File: config.mk
export PLATFORM = sky130hd
export DESIGN_NAME = dawg_ctrl
export DESIGN_NICKNAME = d
export VERILOG_FILES = /design/src/sv/dawg_pkg.sv /design/src/sv/dawg_ctrl.sv
export SDC_FILE = /design/constraint.sdc
export NUM_CORES = 1
export LEC_CHECK = 0
export ABC_CLOCK_PERIOD_IN_PS = 1100
export CORE_AREA = 2 2 39 41
export CTS_CLUSTER_DIAMETER = 40
export DETAILED_ROUTE_END_ITERATION = 6
export DIE_AREA = 0 0 41 43
export DONT_BUFFER_PORTS = 1
export PLACE_DENSITY = 0.31
export SLEW_MARGIN = 20
export SYNTH_ARGS = -nofsm -noshare
export SYNTH_HDL_FRONTEND = slang
export SYNTH_SLANG_ARGS = --single-unit
File: constraint.sdc
create_clock -name clk -period 1.1 [get_ports clk]
set_input_delay 0.11 -clock clk [delete_from_list [all_inputs] [get_ports clk]]
set_output_delay 0.11 -clock clk [all_outputs]
set_load 0.005 [all_outputs]
File: src/sv/dawg_pkg.sv
// ----------------------------------------------------------------------------
// dawg_pkg
// Shared types and constants for the word graph lookup block.
// ----------------------------------------------------------------------------
package dawg_pkg;

  localparam int NODE_COUNT   = 4096;
  localparam int MAX_CHILDREN = 256;
  localparam int IDX_W        = 12;
  localparam int SIZE_W       = 9;
  localparam int LETTER_W     = 8;
  localparam int CFG_IDX_W    = 1;
  localparam int CFG_DATA_W   = 12;

  localparam logic [CFG_IDX_W-1:0] REG_ROOT_BEGIN = 1'b0;
  localparam logic [CFG_IDX_W-1:0] REG_ROOT_SIZE  = 1'b1;

  localparam logic KIND_WRITE  = 1'b0;
  localparam logic KIND_LOOKUP = 1'b1;

  typedef struct packed {
    logic [SIZE_W-1:0]   size;
    logic [IDX_W-1:0]    begin_idx;
    logic                accept;
    logic [LETTER_W-1:0] letter;
  } entry_t;

  localparam int ENTRY_W = $bits(entry_t);

  typedef struct packed {
    logic load;
    logic wr;
    logic prep;
    logic scan;
  } cmd_t;

  typedef struct packed {
    logic skip;
    logic hit;
    logic exhausted;
  } sts_t;

endpackage

File: src/sv/dawg_ctrl.sv
// ----------------------------------------------------------------------------
// dawg_ctrl
// Controller: sequences table writes and child set scans.
// ----------------------------------------------------------------------------
module dawg_ctrl (
  input  logic           clk,
  input  logic           rst,
  input  logic           start,
  input  logic           kind,
  output logic           busy,
  output logic           done,
  output dawg_pkg::cmd_t cmd,
  input  dawg_pkg::sts_t sts
);

  typedef enum logic [1:0] {
    ST_IDLE,
    ST_WRITE,
    ST_CHECK,
    ST_SCAN
  } state_t;

  state_t state;

  assign cmd.load = (state == ST_IDLE) && start;
  assign cmd.wr   = (state == ST_WRITE);
  assign cmd.prep = (state == ST_CHECK);
  assign cmd.scan = (state == ST_SCAN);

  always_ff @(posedge clk) begin
    if (rst) begin
      state <= ST_IDLE;
      busy  <= 1'b0;
      done  <= 1'b0;
    end else begin
      done <= 1'b0;
      unique case (state)
        ST_IDLE: begin
          if (start) begin
            state <= (kind == dawg_pkg::KIND_LOOKUP) ? ST_CHECK : ST_WRITE;
            busy  <= 1'b1;
          end
        end
        ST_WRITE: begin
          state <= ST_IDLE;
          busy  <= 1'b0;
          done  <= 1'b1;
        end
        ST_CHECK: begin
          if (sts.skip) begin
            state <= ST_IDLE;
            busy  <= 1'b0;
            done  <= 1'b1;
          end else begin
            state <= ST_SCAN;
          end
        end
        ST_SCAN: begin
          if (sts.hit || sts.exhausted) begin
            state <= ST_IDLE;
            busy  <= 1'b0;
            done  <= 1'b1;
          end
        end
        default: begin
          state <= ST_IDLE;
          busy  <= 1'b0;
        end
      endcase
    end
  end

endmodule

Word level (Yosys, flattened, before mapping)
Index checks and enable logic that the tools add are counted.
- bits in registers: 4
- logic and storage cells: 26
- equality and inequality tests: 6
- multiplexer cells: 12
- reductions and logical operators: 5
- operators with widths (operator ; count):
    $mux W2 ; 4
    $pmux W2 S4 ; 1
    $mux W1 ; 5
    $eq A2 B2 Y1 const B ; 2
    $ne A2 B1 Y1 const B ; 2
    $pmux W1 S4 ; 1
    $pmux W1 S3 ; 1
    $reduce_and A3 Y1 ; 1
    $eq A2 B1 Y1 const B ; 1
    $logic_not A2 Y1 ; 1
    $ne A2 B2 Y1 const B ; 1
    $reduce_and A2 Y1 ; 1
    $logic_and A1 B1 Y1 ; 1
    $logic_or A1 B1 Y1 ; 1

Longest topological paths before layout
Gate-level depths: netlist of the first run.
- depth after elaboration: 3
- mapped depth: 4
- depth with buffers taken out: 3

Worst setup path before layout of the first run
Ideal clock, no wire load.
- path type: register -> register
- start: register state[1]
- end: register state[1]
- library setup time: 0.103 ns
- arrival time: 0.834 ns
- data required time: 0.997 ns
- slack: 0.162 ns
- cell stages (with the launch flop): 5
- path buffers: 1
- path through: dfxtp_1 -> buf_6 -> nand2_4 -> o21ai_2 -> a2111oi_2
- longest elaborated chain between the ends: 3
- ends and longest elaborated chain (what ; RTL line ; text):
    start: declaration ; dawg_ctrl.sv:23 ; state_t state;
    start signal: assignment ; dawg_ctrl.sv:40 ; state <= (kind == dawg_pkg::KIND_LOOKUP) ? ST_CHECK : ST_WRITE;
    $eq A2 B2 Y1 or $logic_not A2 Y1 (tied branches) ; dawg_ctrl.sv:37 ; unique case (state)
    $ne A2 B1 Y1 (no line) or $ne A2 B2 Y1 (tied branches) ; -- ;
    $reduce_and A2 Y1 (no line) ; -- ;
Several ways; a longest one is shown, not always the timed one.
A chain may end at the register's enable or synchronous reset.

Worst setup path after layout of the first run
Same ends and word-level chain as after synthesis.

==> metrics.txt, run 1 <==
run status=finished, final reports clean; final-layout worst hold slack=slightly below 0.05 ns; Detail Route Antenna Nets=0; final setup violation count=0; clock buffer depth=2; GR Overflow Total=0; signed area change from the synthesized netlist to the final layout=29.3%; fraction of layout cells with a size suffix above 1=0.516; H-tree levels=1; maximum fanout along the worst path=7; GP Congestion=between 0.6 and 0.7; DRT Pass-1 Iters=2; Total Die Area=1760 um^2; average wire length per cell after detail routing=approximately 11 um; first-pass GRT wire length=a little under 800 um; TritonCTS clock tree=yes; number of storage elements in the synthesis netlist=4; Die Width=approximately 40 um; clock input transition at the sequential cells of the worst setup and hold paths=0.04 ns; commonest non-fill, non-tap cell in the layout=sky130_fd_sc_hd__nor2_1; number of instances in the placed design=between 40 and 50; I/O Pins=13; highest clock rate=between 900 and 1000 MHz; leakage power figure=approximately 0.13 nW; estimated wirelength of the detail-placed design=between 400 and 500 um; clock sink count=4; critical path launch point type=register; fin crit share=0.945; total number of vias=194; required time at the worst-slack endpoint=~1.2 ns; Synth Instances=25; aggregate global-route resource usage=0.0733; pin count of the biggest net entering global routing=9; fill cell instance count of the final layout=roughly 170; via count of the first global-routing pass=around 220; count of synthesis-stage warnings from yosys=0; final design utilization=0.220; Final Max Slew Viols=0; combined area of the multi-input logic cells=140 um^2; share of the yosys chip area belonging to registers=0.340; most frequent cells in the layout=sky130_fd_sc_hd__nor2_1, sky130_fd_sc_hd__clkbuf_4, sky130_fd_sc_hd__buf_4; number of input and output port buffers inserted=0; total wire length after detailed routing=528 um; per-instance average area after synthesis=roughly 9.4 um^2; number of hold-slack violations in the final timing report=0; setup repair after global routing missed its margin=no; Antenna Cells=0; post-route cell area=slightly above 300 um^2; Net count, final=40; non-filler instance count after layout=47; final critical path time including I/O delays and setup=about 1.0 ns; setup clock skew after layout=approximately 0.00015 ns; critical path capture point type=register; classification of the worst setup path=register to register; slew at the pin with the worst max-slew slack=~0.27 ns; worst vdd rail ir drop=about 0.29 mV; kind of path behind the tightest hold check=input pin to register; cell area after placement=259 um^2; initial antenna violation count=0; CTS Buf Count=3; Slew Limit Headroom=0.820; Post-Synthesis Cell Area=235 um^2; library cell used as clock root buffer=sky130_fd_sc_hd__clkbuf_4; unique cell type count in the Yosys netlist=17; std cell rows=14; starting density of the core=0.170; area taken by flip-flops and latches=roughly 85 um^2; Max Cap Violations=0; TNS Setup=0 ns; post-route DRC violation count=0; Core ar.=1380 um^2; insertion delay to the later sink of the worst-skew pair=between 0.2 and 0.25 ns; total power divided by cell area=around 1400 nW/um^2; initial DRC count=3; vias per inst=4.13; Die Y=about 43 um; synthesized net count=32; CP Data Arrival Time=~1.2 ns
## critical path: stages (launching register included)
cell,delay [ns]
sky130_fd_sc_hd__dfxtp_4,0.35
sky130_fd_sc_hd__buf_4,0.16
sky130_fd_sc_hd__nand2_4,0.06
sky130_fd_sc_hd__o21ai_2,0.05
sky130_fd_sc_hd__a2111oi_2,0.29
## where the power goes
group	switching, mW	leakage, nW	total [mW]	internal, mW
Combinational	0.0370	0.0832	0.0808	0.0438
Sequential	0.0160	0.0340	0.176	0.160
Clock	0.0533	0.0138	0.175	0.122
## timing repair
action                                 in CTS  in global routing
gates resized for setup                     3                  0
endpoints found under the hold margin       3                  0
hold buffers                                1                  0
setup endpoints to repair                   4                  1
buffers inserted                            2                  0
pin swaps                                   1                  1
## state kept, by name, summed over array words and instances, names as in the netlist
| signal | flops |
|---|---|
| busy | 1 |
| done | 1 |
| state | 2 |
## per-layer routing
metal / wire length [um] / track usage
met1: 201 / 0.0579
met2: 294 / 0.103
met3: 33 / 0.0366
met4: 0 / 0.100
met5: 0 / 0
## layout make-up
cell class,instances,share of cell area
Clock buffer,3,0.0741
Sequential cell,4,0.280
Tap cell,16,0.0658
Inverter,1,0.0123
Timing Repair Buffer,4,0.107
Multi-Input combinational cell,19,0.461
## Yosys cell counts
library cell | count | share of area
sky130_fd_sc_hd__nor3b_1 | 1 | 0.032
sky130_fd_sc_hd__and2_2 | 1 | 0.032
sky130_fd_sc_hd__nor4_1 | 1 | 0.027
sky130_fd_sc_hd__nor2_1 | 6 | 0.096
sky130_fd_sc_hd__a21oi_2 | 1 | 0.037
sky130_fd_sc_hd__nand2_4 | 1 | 0.048
sky130_fd_sc_hd__a21oi_1 | 1 | 0.021
sky130_fd_sc_hd__nor3_1 | 1 | 0.021
sky130_fd_sc_hd__o21ai_2 | 1 | 0.037
sky130_fd_sc_hd__nor3b_4 | 1 | 0.080
sky130_fd_sc_hd__and2b_2 | 1 | 0.037
sky130_fd_sc_hd__buf_6 | 1 | 0.048
sky130_fd_sc_hd__dfxtp_1 | 4 | 0.34
sky130_fd_sc_hd__o21ai_0 | 1 | 0.021
sky130_fd_sc_hd__a2111oi_2 | 1 | 0.064
sky130_fd_sc_hd__o21ba_1 | 1 | 0.043
sky130_fd_sc_hd__inv_2 | 1 | 0.016
## per-stage QoR
| step | setup WS [ns] | power (mW) |
|---|---|---|
| 2_1_floorplan | 0.163 | 0.235 |
| 3_3_place_gp | 0.0401 | 0.250 |
| 3_5_place_dp | 0.00727 | 0.249 |
| 4_1_cts | 0.0108 | 0.443 |
| 5_1_grt | 0.00453 | 0.464 |
| 6_report | 0.0602 | 0.431 |
## path summary, 6_finish.rpt
path / startpoint / slack [ns] / cells after the start / to
worst max-delay path: state[1] / 0.06 / 4 / state[1]
worst min-delay path: rst / 0.05 / 1 / done
worst max register to register: state[1] / 0.06 / 4 / state[1]
worst min register to register: busy / 0.51 / 2 / busy
## cells by family (layout without fill, tap and decap cells)
kind of cell	count (synthesis)	count (layout)	synth area share
simple gates	13	13	0.372
compound gates	6	6	0.223
flops	4	4	0.340
buf+inv	2	8	0.0638
(Power assumes the default switching activity.)
==> inputs of run 2 (changes only) <==
--- a/config.mk
+++ b/config.mk
@@ -7,6 +7,7 @@
 export LEC_CHECK = 0
 export ABC_CLOCK_PERIOD_IN_PS = 1100
 export CORE_AREA = 2 2 39 41
+export CTS_BUF_LIST = sky130_fd_sc_hd__clkbuf_16
 export CTS_CLUSTER_DIAMETER = 40
 export DETAILED_ROUTE_END_ITERATION = 6
 export DIE_AREA = 0 0 41 43
==> run 2 against run 1 <==
  * Flip-flop and latch count unchanged
  * Final area increased by 19%
  * Fmax increased by 2.3%
  * Sequential power about the same
  * Utilization increased by 4.1 points
  * Setup slack improved by 0.023 ns
  * Routed wire length increased by 4.5%
  * Clock power increased to 3.2 times the previous value
  * Combinational power increased by 2%
  * Clock skew about the same
  * Via count unchanged
  * Non-clock buffer count unchanged
  * Critical endpoint is now cmd[3]
==> metrics.txt, run 2 (same netlist as run 1, synthesis figures left out) <==
run status=finished, final reports clean; Largest regs=state (2), busy (1), done (1); first-pass GRT wire length=800 um (+3.6%); library cell used as clock root buffer=sky130_fd_sc_hd__clkbuf_16; setup clock skew after layout=0.000621 ns (+0.000474 ns); Detail Route Antenna Nets=0 (unchanged); slew at the pin with the worst max-slew slack=0.266 ns (-0.00281 ns); Final Max Slew Viols=0 (unchanged); fill cell instance count of the final layout=161 (-3.6%); Crit Reg-Reg Startpoint=state[1]; aggregate global-route resource usage=0.0752 (+0.00193); signed area change from the synthesized netlist to the final layout=53.2%; GP Congestion=0.676 (unchanged); starting density of the core=0.170 (unchanged); total number of vias=194 (unchanged); clock input transition at the sequential cells of the worst setup and hold paths=0.03 ns (about the same); count of cell instances traversed by the critical path=2 (-2); TritonCTS clock tree=yes; post-route DRC violation count=0 (unchanged); CP Data Arrival Time=0.91 ns (-0.24 ns); delay of the slowest critical-path stage=0.35 ns (about the same); required time at the worst-slack endpoint=0.99 ns (-0.22 ns); pin count of the biggest net entering global routing=9 (unchanged); kind of path behind the tightest hold check=input pin to register; Slew Limit Headroom=0.822 (+0.00187); initial DRC count=3 (unchanged); vias per inst=4.13 (unchanged); routed wire length on met3=36 um (+9.1%); clock sink count=4 (unchanged); Max Cap Violations=0 (unchanged); reg-to-reg critical path endpoint=state[1]; total wire length after detailed routing=552 um (+4.5%); sum of internal, switching and leakage power=820 uW (+90%); flip-flop count of the largest register after layout=2 (unchanged); I/O Pins=13 (unchanged); estimated wirelength of the detail-placed design=401 um (unchanged); via count of the first global-routing pass=216 (+0.47%); Die Y=43 um (unchanged); highest routing layer actually used=met3; number of hold-slack violations in the final timing report=0 (unchanged); CTS Buf Count=3 (unchanged); critical path launch point type=register; total power divided by cell area=2280 nW/um^2 (+60%); final critical path time including I/O delays and setup=1.02 ns (-0.0231 ns); final-layout worst hold slack=0.0541 ns (+0.00548 ns); fin crit share=0.924 (-0.0210); setup repair after global routing missed its margin=no; Buffers & Inverters on Critical Path=1 (unchanged); highest clock rate=983 MHz (+2.3%); insertion delay to the later sink of the worst-skew pair=0.22 ns (about the same); leakage power figure=0.155 nW (+18%); average wire length per cell after detail routing=11.7 um (+4.5%); commonest non-fill, non-tap cell in the layout=sky130_fd_sc_hd__nor2_1; Net count, final=40 (unchanged); classification of the worst setup path=register to primary output; DRT Pass-1 Iters=2 (unchanged); worst vdd rail ir drop=0.703 mV (+140%); Reg2Reg Setup Slack=0.10 ns (+0.04 ns); std cell rows=14 (unchanged); H-tree levels=1 (unchanged); initial antenna violation count=0 (unchanged); most frequent cells in the layout=sky130_fd_sc_hd__nor2_1, sky130_fd_sc_hd__clkbuf_16, sky130_fd_sc_hd__dfxtp_1, sky130_fd_sc_hd__buf_4; delay-heaviest family, CP=flip-flops; Antenna Cells=0 (unchanged); fraction of layout cells with a size suffix above 1=0.516 (unchanged); Total Die Area=1760 um^2 (unchanged); critical path capture point type=primary output; worst-case reg-to-reg path depth=4 (unchanged); critical path capture point=cmd[3]; CP Cell Sequence=nor3b_4 > buf_4; Core ar.=1380 um^2 (unchanged); TNS Setup=0 ns (unchanged); Crit. Startpoint=state[1]; clock buffer depth=2 (unchanged); number of input and output port buffers inserted=0 (unchanged); Metal-1 WL=221 um (+10%); final setup violation count=0 (unchanged); maximum fanout along the worst path=4 (-3); GR Overflow Total=0 (unchanged); Crit-path slowest cell=sky130_fd_sc_hd__dfxtp_4; met2 WL post-DR=294 um (unchanged); Most flops, register=state; Die Width=41 um (unchanged)
==> run 2: cell counts in the layout (fill, tap and decap cells not counted) <==
No cell type changed its count.
==> run 2: layout make-up <==
cell class / count / area [um^2] / share of cell area
tap: 16 / 20.0 / 0.0556
timing repair buffer: 4 / 36.3 / 0.101
sequential: 4 / 85.1 / 0.236
clock buffer: 3 / 75.1 / 0.208
multi-input combinational: 19 / 140 / 0.389
inverter: 1 / 3.75 / 0.0104
==> run 2: how the worst min path moves through the flow <==
stage	start	end	slack, ns	cells past startpoint
global placement	rst	busy	0.19	1
global route	rst	done	0.06	1
floorplan	rst	state[1]	0.19	1
finish	rst	done	0.05	1
CTS	rst	done	0.06	1
detailed placement	rst	state[1]	0.19	1
==> run 2: timing repair <==
item                                    in CTS  in global routing
endpoints found under the setup margin       3                  1
setup buffers                                2                  0
pin swaps                                    1                  1
hold buffers                                 1                  0
endpoints found under the hold margin        3                  0
gates resized for setup                      3                  1
==> run 2: per-layer routing <==
layer  up-vias  GRT usage
met5         -          0
met4         0      0.100
met3         0     0.0366
met2         5      0.103
met1        88     0.0641
li1        101          -
==> run 2: power breakdown <==
group          leakage [nW]  internal (mW)  switching (mW)
registers            0.0340          0.160          0.0168
logic                0.0841         0.0457          0.0368
clock network        0.0370          0.464          0.0969
==> run 2: through the flow <==
| step | setup WS (ns) | util | instances | instance area (um^2) |
|---|---|---|---|---|
| floorplan | 0.163 | - | 25 | 235 |
| finish | 0.0832 | 0.260 | 47 | 360 |
| detailed placement | 0.00727 | 0.187 | 42 | 259 |
| global route | 0.0304 | 0.260 | 47 | 360 |
| CTS | 0.0119 | 0.258 | 47 | 357 |
| global placement | 0.0401 | 0.187 | 42 | 259 |
